$ cat src/hdl/iqr_pkg.sv
// Shared types and constants for the filtered median consensus block.
`timescale 1ns / 1ps
package iqr_pkg;
  localparam int PRICE_W = 63;
  localparam int ID_W    = 32;
  localparam int CNT_W   = 6;
  localparam int STAT_W  = 3;

  typedef logic [PRICE_W-1:0] price_t;
  typedef logic [ID_W-1:0]    id_t;

  localparam logic [STAT_W-1:0] ST_OK        = 3'd0;
  localparam logic [STAT_W-1:0] ST_DUP       = 3'd1;
  localparam logic [STAT_W-1:0] ST_FEW       = 3'd2;
  localparam logic [STAT_W-1:0] ST_NONE      = 3'd3;
  localparam logic [STAT_W-1:0] ST_OVERFLOW  = 3'd4;

  localparam logic [1:0] CFG_MIN_PRICE   = 2'd0;
  localparam logic [1:0] CFG_MAX_PRICE   = 2'd1;
  localparam logic [1:0] CFG_MIN_SOURCES = 2'd2;

  typedef enum logic [2:0] {
    S_LOAD, S_QUART, S_DIST, S_LOW, S_HIGH, S_MID, S_AVG, S_DONE
  } state_t;

  // Broadcast from the controller into every cell of the row.
  typedef struct packed {
    logic   insert;
    logic   store_id;
    logic   clear;
    price_t price;
    id_t    id;
  } cell_bcast_t;
endpackage

$ cat src/hdl/iqr_cell.sv
// One cell of the sorting row: holds one id and one sorted price.
`timescale 1ns / 1ps
module iqr_cell (
  input  logic               clk,
  input  logic               rst_n,
  input  iqr_pkg::cell_bcast_t bc,
  input  logic               id_sel,       // this cell takes the id
  input  logic               left_full,
  input  logic               left_gt,      // left neighbor price > new price
  input  iqr_pkg::price_t    left_price,
  output logic               full,
  output logic               gt,
  output iqr_pkg::price_t    price,
  output logic               id_match
);
  import iqr_pkg::*;

  logic   full_r, full_nxt;
  price_t price_r, price_nxt;
  id_t    id_r;
  logic   id_ok_r;

  assign gt       = full_r && (price_r > bc.price);
  assign full     = full_r;
  assign price    = price_r;
  assign id_match = id_ok_r && (id_r == bc.id);

  always_comb begin
    full_nxt  = full_r;
    price_nxt = price_r;
    if (bc.clear) begin
      full_nxt = 1'b0;
    end else if (bc.insert) begin
      if (full_r && gt) begin
        // shift right; take left price if it is also greater, else new one
        price_nxt = left_gt ? left_price : bc.price;
      end else if (!full_r && left_full) begin
        full_nxt  = 1'b1;
        price_nxt = left_gt ? left_price : bc.price;
      end
    end
  end

  always_ff @(posedge clk) begin
    if (!rst_n) begin
      full_r  <= 1'b0;
      id_ok_r <= 1'b0;
    end else begin
      full_r <= full_nxt;
      if (bc.clear) begin
        id_ok_r <= 1'b0;
      end else if (bc.store_id && id_sel) begin
        id_ok_r <= 1'b1;
      end
    end
    price_r <= price_nxt;
    if (bc.store_id && id_sel) begin
      id_r <= bc.id;
    end
  end
endmodule
$ cat config.mk
export PLATFORM = sky130hd
export DESIGN_NAME = iqr_cell
export DESIGN_NICKNAME = d
export VERILOG_FILES = /design/src/hdl/iqr_pkg.sv /design/src/hdl/iqr_cell.sv
export SDC_FILE = /design/constraint.sdc
export NUM_CORES = 1
export LEC_CHECK = 0
export ABC_AREA = 1
export BUFFER_PORTS_ARGS = -buffer_cell sky130_fd_sc_hd__buf_2
export CAP_MARGIN = 20
export CORE_MARGIN = 2
export CORE_UTILIZATION = 53
export DETAILED_ROUTE_END_ITERATION = 16
export GPL_TIMING_DRIVEN = 0
export PLACE_DENSITY = 0.86
export SLEW_MARGIN = 15
export SYNTH_ARGS = -nofsm -noshare
export SYNTH_HDL_FRONTEND = slang
export SYNTH_SLANG_ARGS = --single-unit
$ cat constraint.sdc
create_clock -name clk -period 7.1 [get_ports clk]
set_input_delay 0 -clock clk [delete_from_list [all_inputs] [get_ports clk]]
set_output_delay 0 -clock clk [all_outputs]
set_load 0.05 [all_outputs]
==> results of run 1 <==
-- metal layers --
| metal | vias up | wire, microns | GRT usage [%] |
|---|---|---|---|
| met2 | 495 | 11000 | 64.5 |
| met1 | 3010 | 7770 | 39.6 |
| met4 | 0 | 1530 | 24.6 |
| met3 | 144 | 1960 | 7.94 |
| met5 | - | 0 | 0 |
| li1 | 2981 | - | - |
-- flip-flops by register name (all words and copies together), names as in the netlist --
signal and cells:
full 1, id_ok_r 1, id_r 32, price 63
-- how the worst max path moves through the flow --
stage | to | slack (ns) | from | cells past startpoint
2_1_floorplan | price[0]$_DFFE_PP_ | 3.15 | price[46]$_DFFE_PP_ | 11
3_3_place_gp | price[40]$_DFFE_PP_ | 2.29 | price[52]$_DFFE_PP_ | 11
3_5_place_dp | price[40]$_DFFE_PP_ | 4.23 | price[52]$_DFFE_PP_ | 13
4_1_cts | price[34]$_DFFE_PP_ | 4.17 | price[52]$_DFFE_PP_ | 13
5_1_grt | price[4]$_DFFE_PP_ | 3.97 | price[52]$_DFFE_PP_ | 13
6_report | price[12]$_DFFE_PP_ | 4.15 | price[12]$_DFFE_PP_ | 15
-- power groups by stage --
stage               logic [mW]  clock network, mW  registers, mW
finish                   0.364              0.378          0.674
global placement         0.254                  0          0.685
global route             0.391              0.397          0.676
detailed placement       0.267                  0          0.686
CTS                      0.339              0.370          0.673
floorplan                0.120                  0          0.726
-- worst register-to-register path, delay by kind of cell (launching register included) --
family	cells	cell delay, ns
simple gates	10	0.91
buf+inv	3	0.50
compound gates	1	0.54
flops	1	0.41
fa+ha+maj	1	0.33
-- stage by stage --
stage	instance area (sq um)	hold slack [ns]	std cells	power, mW	utilization, %
after CTS	8990	0.00181	1195	1.38	82.6
after global placement	7240	0.191	1030	0.939	66.5
final	9010	0.00502	1198	1.42	82.8
after global routing	9010	0.00742	1198	1.46	82.8
after detailed placement	7330	0.195	1033	0.953	67.4
after floorplan	5920	0.0989	660	0.846	-
-- kinds of logic after synthesis --
kind of cell	after synthesis	share of synthesized area, %
AO/OA/AOI/OAI	121	11.3
XOR/XNOR	4	0.592
adder cells (fa/ha/maj)	63	13.3
buffers and inverters	138	8.88
flip-flops	97	48.9
multiplexers	1	0.190
AND/OR/NAND/NOR	236	16.8
-- repair_timing --
action                                 CTS  global route
endpoints found under the hold margin   97             0
setup buffers                            0             0
hold buffers                           146             0
-- placed cells by master (no fill, tap or decap), drive strengths merged --
cell type,n
a221oi,5
nor2,34
clkinvlp,1
edfxtp,95
or2,4
inv,126
clkbuf,17
mux2,1
nor3,6
xor2,3
nand3,11
dfxtp,2
dlygate4sd3,146
a22o,4
o22ai,8
xnor2,1
diode,2
clkinv,4
nor4,3
buf,240
nand4,7
a21oi,28
o21ai,70
a211oi,2
nand2,171
a21o,4
ha,63
-- final cells by class --
type                       instances  share of cell area, %
antenna                            2                 0.0555
clock buffer                       9                   1.37
timing repair buffer             380                   30.1
multi-input combinational        425                   27.8
buffer                            14                  0.666
sequential                        97                   32.1
tap                              140                   1.94
inverter                         124                   5.16
clock inverter                     7                  0.833
==> run summary, run 1 <==
Slowest-stage cell, CP -> a21oi_4
Mapped Area -> 5920 sq um
Antenna-violating nets left -> 0
Layout cells sized above 1 -> 26.4%
Global-route wire length before repair -> 33300 microns
Flop-to-flop setup slack -> 4.15 ns
Worst path bufs/invs -> 3
Die X -> 110 microns
Initial antenna violation count -> 2
Syn_nets -> 889
Setup WS pre-CTS -> 4.23 ns
Yosys top cell area share -> 48.2%
Final worst slack -> 4.15 ns
Switch share -> 32.1%
Required @ worst endpoint -> 7.20 ns
RSZ-0062 raised after global routing -> false
Port Buffers -> 230
Sum Neg Setup Slack -> 0 ns
Async SR Flop Fraction -> 0%
Final critical-path share of the clock period -> 41.5%
Clk sinks -> 97
Synth top area cells -> edfxtp_1 (48%), ha_1 (13%), nand2_1 (11%)
Actual slew at the worst max-slew pin -> 0.625 ns
Comb power frac -> 25.7%
Count of final setup violators -> 0
Critical path's largest stage delay -> 0.54 ns
Max cap viols -> 0
Worst r2r dst -> price[12]$_DFFE_PP_
Fillers -> 583
Final worst path period need -> 2.95 ns
Total Nets Final -> 1280
Maximum buffer depth of the clock tree -> 2
Fin. max-slew vios -> 0
Net Sw Power -> 455 uW
Worst R2R Start -> price[12]$_DFFE_PP_
Crit. End Element -> flip-flop
Mean area per synthesized cell -> 8.97 sq um
Top post-synthesis cells by count -> nand2_1 (166), inv_1 (121), edfxtp_1 (95)
Clock transition at path regs -> 0.11 ns
Critical Path AT -> 3.04 ns
Relative slew slack -> 58.2%
Gr usage total -> 36.8%
Crit-path max FO -> 19
Most common cell in the netlist -> nand2_1
Achievable frequency -> 0.339 GHz
FF-to-FF path depth -> 15
Yosys reg bits -> 97
Area of the multi-input gates -> 2510 sq um
Main synth FF type -> edfxtp_1
IO Count -> 232
Worst hold endpoint -> price[19]$_DFFE_PP_
CTS buffer count -> 9
EDFF count, synth -> 95
Clock power share -> 26.7%
Internal power -> 962 uW
Vias per cell -> 5.53
Reg power frac -> 47.6%
Clk_lat worst skew -> 0.39 ns
Yosys synthesis warning count -> 0
Die area -> 12000 sq um
Cell Rows -> 38
Crit path kind -> flip-flop to flip-flop
Crit path cell chain -> ha_1 > nand2_1 > nor2_1 > inv_1 > nor2_1 > nand2_1 > nand2_1 > nand2_1 > nand2_1 > nand2_1 > nand2_1 > nand2_2 > a21oi_4 > buf_16 > buf_16
Storage cell area -> 2890 sq um
Hold depth -> 3
Leading area contributor after synthesis -> edfxtp_1
Leakage power -> 4.43 nW
Root buf cell -> clkbuf_8
Status -> finished clean
Area Overhead vs Synth -> 52.3%
Grt total ovfl -> 0
Post-DP HPWL -> 13100 microns
CORE AREA -> 10900 sq um
Cell mode on critical path -> nand2_1
CTS tree -> yes
Final hold viol count -> 0
WL final -> 22300 microns
Pre-antenna DRT Iters -> 5
Hold path startpoint -> bc[51]
Vias in the first global route -> 7002
Final Skew -> 0.0193 ns
Worst Hold Class -> input pin to flip-flop
Detailed-route via count -> 6630
Max VDD drop -> 0.000135 V
DR DRC count -> 0
Initial Utilization -> 54.4%
Syn Inst Count -> 660
GP Congestion -> 0.866
H-tree depth -> 3
Library cells used by synthesis -> 31
Crit start category -> flip-flop
Top delay family on crit path -> simple AND/OR/NAND/NOR gates
Seq/Total Area, Yosys -> 48.9%
Die H -> 110 microns
WL/cell -> 18.6 microns
Largest net degree at the start of global routing -> 33
Post-cts sizing count -> 0
Power Dens Cells -> 157 nW/um^2
Initial DRC count -> 579
Note: power is estimated with default switching activity, not from simulation.
==> inputs of run 2 (changes only) <==
--- a/config.mk
+++ b/config.mk
@@ -9,10 +9,10 @@
 export BUFFER_PORTS_ARGS = -buffer_cell sky130_fd_sc_hd__buf_2
 export CAP_MARGIN = 20
 export CORE_MARGIN = 2
-export CORE_UTILIZATION = 53
+export CORE_UTILIZATION = 50
 export DETAILED_ROUTE_END_ITERATION = 16
 export GPL_TIMING_DRIVEN = 0
-export PLACE_DENSITY = 0.86
+export PLACE_DENSITY = 0.82
 export SLEW_MARGIN = 15
 export SYNTH_ARGS = -nofsm -noshare
 export SYNTH_HDL_FRONTEND = slang
==> constraint.sdc (replaced) <==
create_clock -name clk -period 2.95 [get_ports clk]
set_input_delay 0 -clock clk [delete_from_list [all_inputs] [get_ports clk]]
set_output_delay 0 -clock clk [all_outputs]
set_load 0.05 [all_outputs]
==> run 2 against run 1 <==
Net effect: design area shrank 3.3%; highest routed layer unchanged; power grew to 2.6 times the previous value; utilization shrank 6.7 points; flip-flop and latch count is the same; maximum frequency grew 11%; wire length shrank 13%; largest power group unchanged; combinational power grew 120%.
==> run summary, run 2 (same netlist as run 1, synthesis figures left out) <==
Initial DRC count -> 497 (-14%)
Final worst path period need -> 2.65 ns (-0.301 ns)
Achievable frequency -> 0.378 GHz (+11%)
H-tree depth -> 3 (unchanged)
Fillers -> 754 (+29%)
Fin. max-slew vios -> 0 (unchanged)
Max cap viols -> 0 (unchanged)
Initial Utilization -> 51.6% (-2.7 points)
Maximum buffer depth of the clock tree -> 2 (unchanged)
Count of final setup violators -> 0 (unchanged)
Max reg flops -> 63 (unchanged)
RSZ-0062 raised after global routing -> false
Critical Path AT -> 2.70 ns (-0.34 ns)
Flop-to-flop setup slack -> 0.30 ns (-3.85 ns)
CORE AREA -> 11500 sq um (+5.3%)
Post-layout util -> 76.1% (-6.7 points)
Storage cell area -> 2890 sq um (unchanged)
Final critical-path share of the clock period -> 89.7% (+48 points)
WL final -> 19500 microns (-13%)
Area Overhead vs Synth -> 47.4%
Critical path's largest stage delay -> 0.45 ns (-0.09 ns)
Root buf cell -> clkbuf_16
IO Count -> 232 (unchanged)
Worst Hold Class -> input pin to flip-flop
Port Buffers -> 230 (unchanged)
Max VDD drop -> 0.000271 V (+100%)
Required @ worst endpoint -> 3.00 ns (-4.20 ns)
Crit. End Element -> flip-flop
Clk_lat worst skew -> 0.34 ns (-0.05 ns)
Grt total ovfl -> 0 (unchanged)
Relative slew slack -> 52.1% (-6.1 points)
Global-route wire length before repair -> 31000 microns (-7.0%)
Clock transition at path regs -> 0.07 ns (-0.04 ns)
Crit path cell chain -> ha_1 > nand2_1 > nor2_1 > nand3_1 > nor2_2 > inv_1 > nor2_4 > nand2_1 > nand2_1 > nand2_2 > a21oi_4 > buf_16 > buf_16
Vias in the first global route -> 6566 (-6.2%)
Post-DP Area -> 7370 sq um (+0.43%)
Antenna-violating nets left -> 0 (unchanged)
Post-DP HPWL -> 12800 microns (-1.8%)
Initial antenna violation count -> 1 (-1)
CTS buffer count -> 9 (unchanged)
Final Skew -> 0.00725 ns (-0.0120 ns)
GP Congestion -> 0.872 (+0.60%)
Status -> finished clean
Clk sinks -> 97 (unchanged)
Pre-antenna DRT Iters -> 5 (unchanged)
Crit path kind -> flip-flop to flip-flop
CTS tree -> yes
Hold WS -> 0.0108 ns (+0.00575 ns)
Crit-path max FO -> 18 (-1)
Finished Cell Area -> 8720 sq um (-3.3%)
Leakage power -> 4.31 nW (-2.9%)
Crit start category -> flip-flop
Die area -> 12700 sq um (+5.8%)
Cell Rows -> 39 (+2.6%)
Final hold viol count -> 0 (unchanged)
Cell mode on critical path -> nand2_1
Gr usage total -> 30.8% (-5.9 points)
Detailed-route via count -> 6067 (-8.5%)
Most frequent cells in the layout -> buf_2 (236), nand2_1 (166), inv_1 (121), dlygate4sd3_1 (104), edfxtp_1 (95)
Actual slew at the worst max-slew pin -> 0.717 ns (+0.0924 ns)
Power Dens Cells -> 415 nW/um^2 (+160%)
Layout Cells excl Fill -> 1160 (-3.2%)
Commonest non-fill, non-tap cell in the layout -> buf_2
Die H -> 113 microns (+2.8%)
DR DRC count -> 0 (unchanged)
Largest net degree at the start of global routing -> 19 (-42%)
Vias per cell -> 5.23 (-5.5%)
Placed cell count -> 1037 (+0.39%)
Area of the multi-input gates -> 2510 sq um (unchanged)
Total Nets Final -> 1240 (-3.1%)
Die X -> 113 microns (+2.8%)
Slowest-stage cell, CP -> edfxtp_1
WL/cell -> 16.8 microns (-9.8%)
Layout cells sized above 1 -> 27.6% (+1.1 points)
run 2: layout make-up:
class                   count  area share (%)
clock inverters             6           0.775
flip-flops and latches     97            33.2
inverters                 124            5.34
diodes                      1          0.0287
repair buffers            340            26.6
multi-input cells         425            28.8
clock buffers              10            2.63
well taps                 143            2.05
plain buffers              14           0.689
run 2: per-stage QoR:
stage	power, mW	worst slack [ns]	TNS, ns
2_1_floorplan	2.04	-0.231	-14.54
3_3_place_gp	2.26	-0.714	-44.55
3_5_place_dp	2.29	-0.0330	-0.578
4_1_cts	3.58	0.312	0
5_1_grt	3.75	0.176	0
6_report	3.62	0.303	0
run 2: report_power, final:
group | internal, mW | switching [mW] | leakage, nW
clock network | 0.662 | 0.543 | 0.139
logic | 0.336 | 0.452 | 3.27
registers | 1.59 | 0.0304 | 0.898
run 2: critical path, delay by kind of cell, from the launching register on:
family          cells  cell delay (ns)
compound gates      1             0.21
fa+ha+maj           1             0.33
buf+inv             3             0.44
flops               1             0.45
simple gates        8             0.92
run 2: final timing paths:
| kind | from | end | depth (start not counted) |
|---|---|---|---|
| hold reg to reg | full$_SDFFE_PP0P_ | price[61]$_DFFE_PP_ | 4 |
| hold / removal | bc[69] | price[37]$_DFFE_PP_ | 3 |
| setup / recovery | price[52]$_DFFE_PP_ | price[25]$_DFFE_PP_ | 13 |
| setup reg to reg | price[52]$_DFFE_PP_ | price[25]$_DFFE_PP_ | 13 |
run 2: timing repair:
action	4_1_cts	5_1_grt
hold buffers	104	0
gates resized for setup	0	0
endpoints found under the setup margin	18	0
hold endpoints to repair	97	0
buffers inserted	2	0
run 2: per-layer routing:
metal	track usage, %	wire (microns)	vias up
li1	-	-	2901
met1	33.7	7210	2738
met2	55.8	9810	335
met3	5.78	1440	93
met4	17.7	1010	0
met5	0	0	-
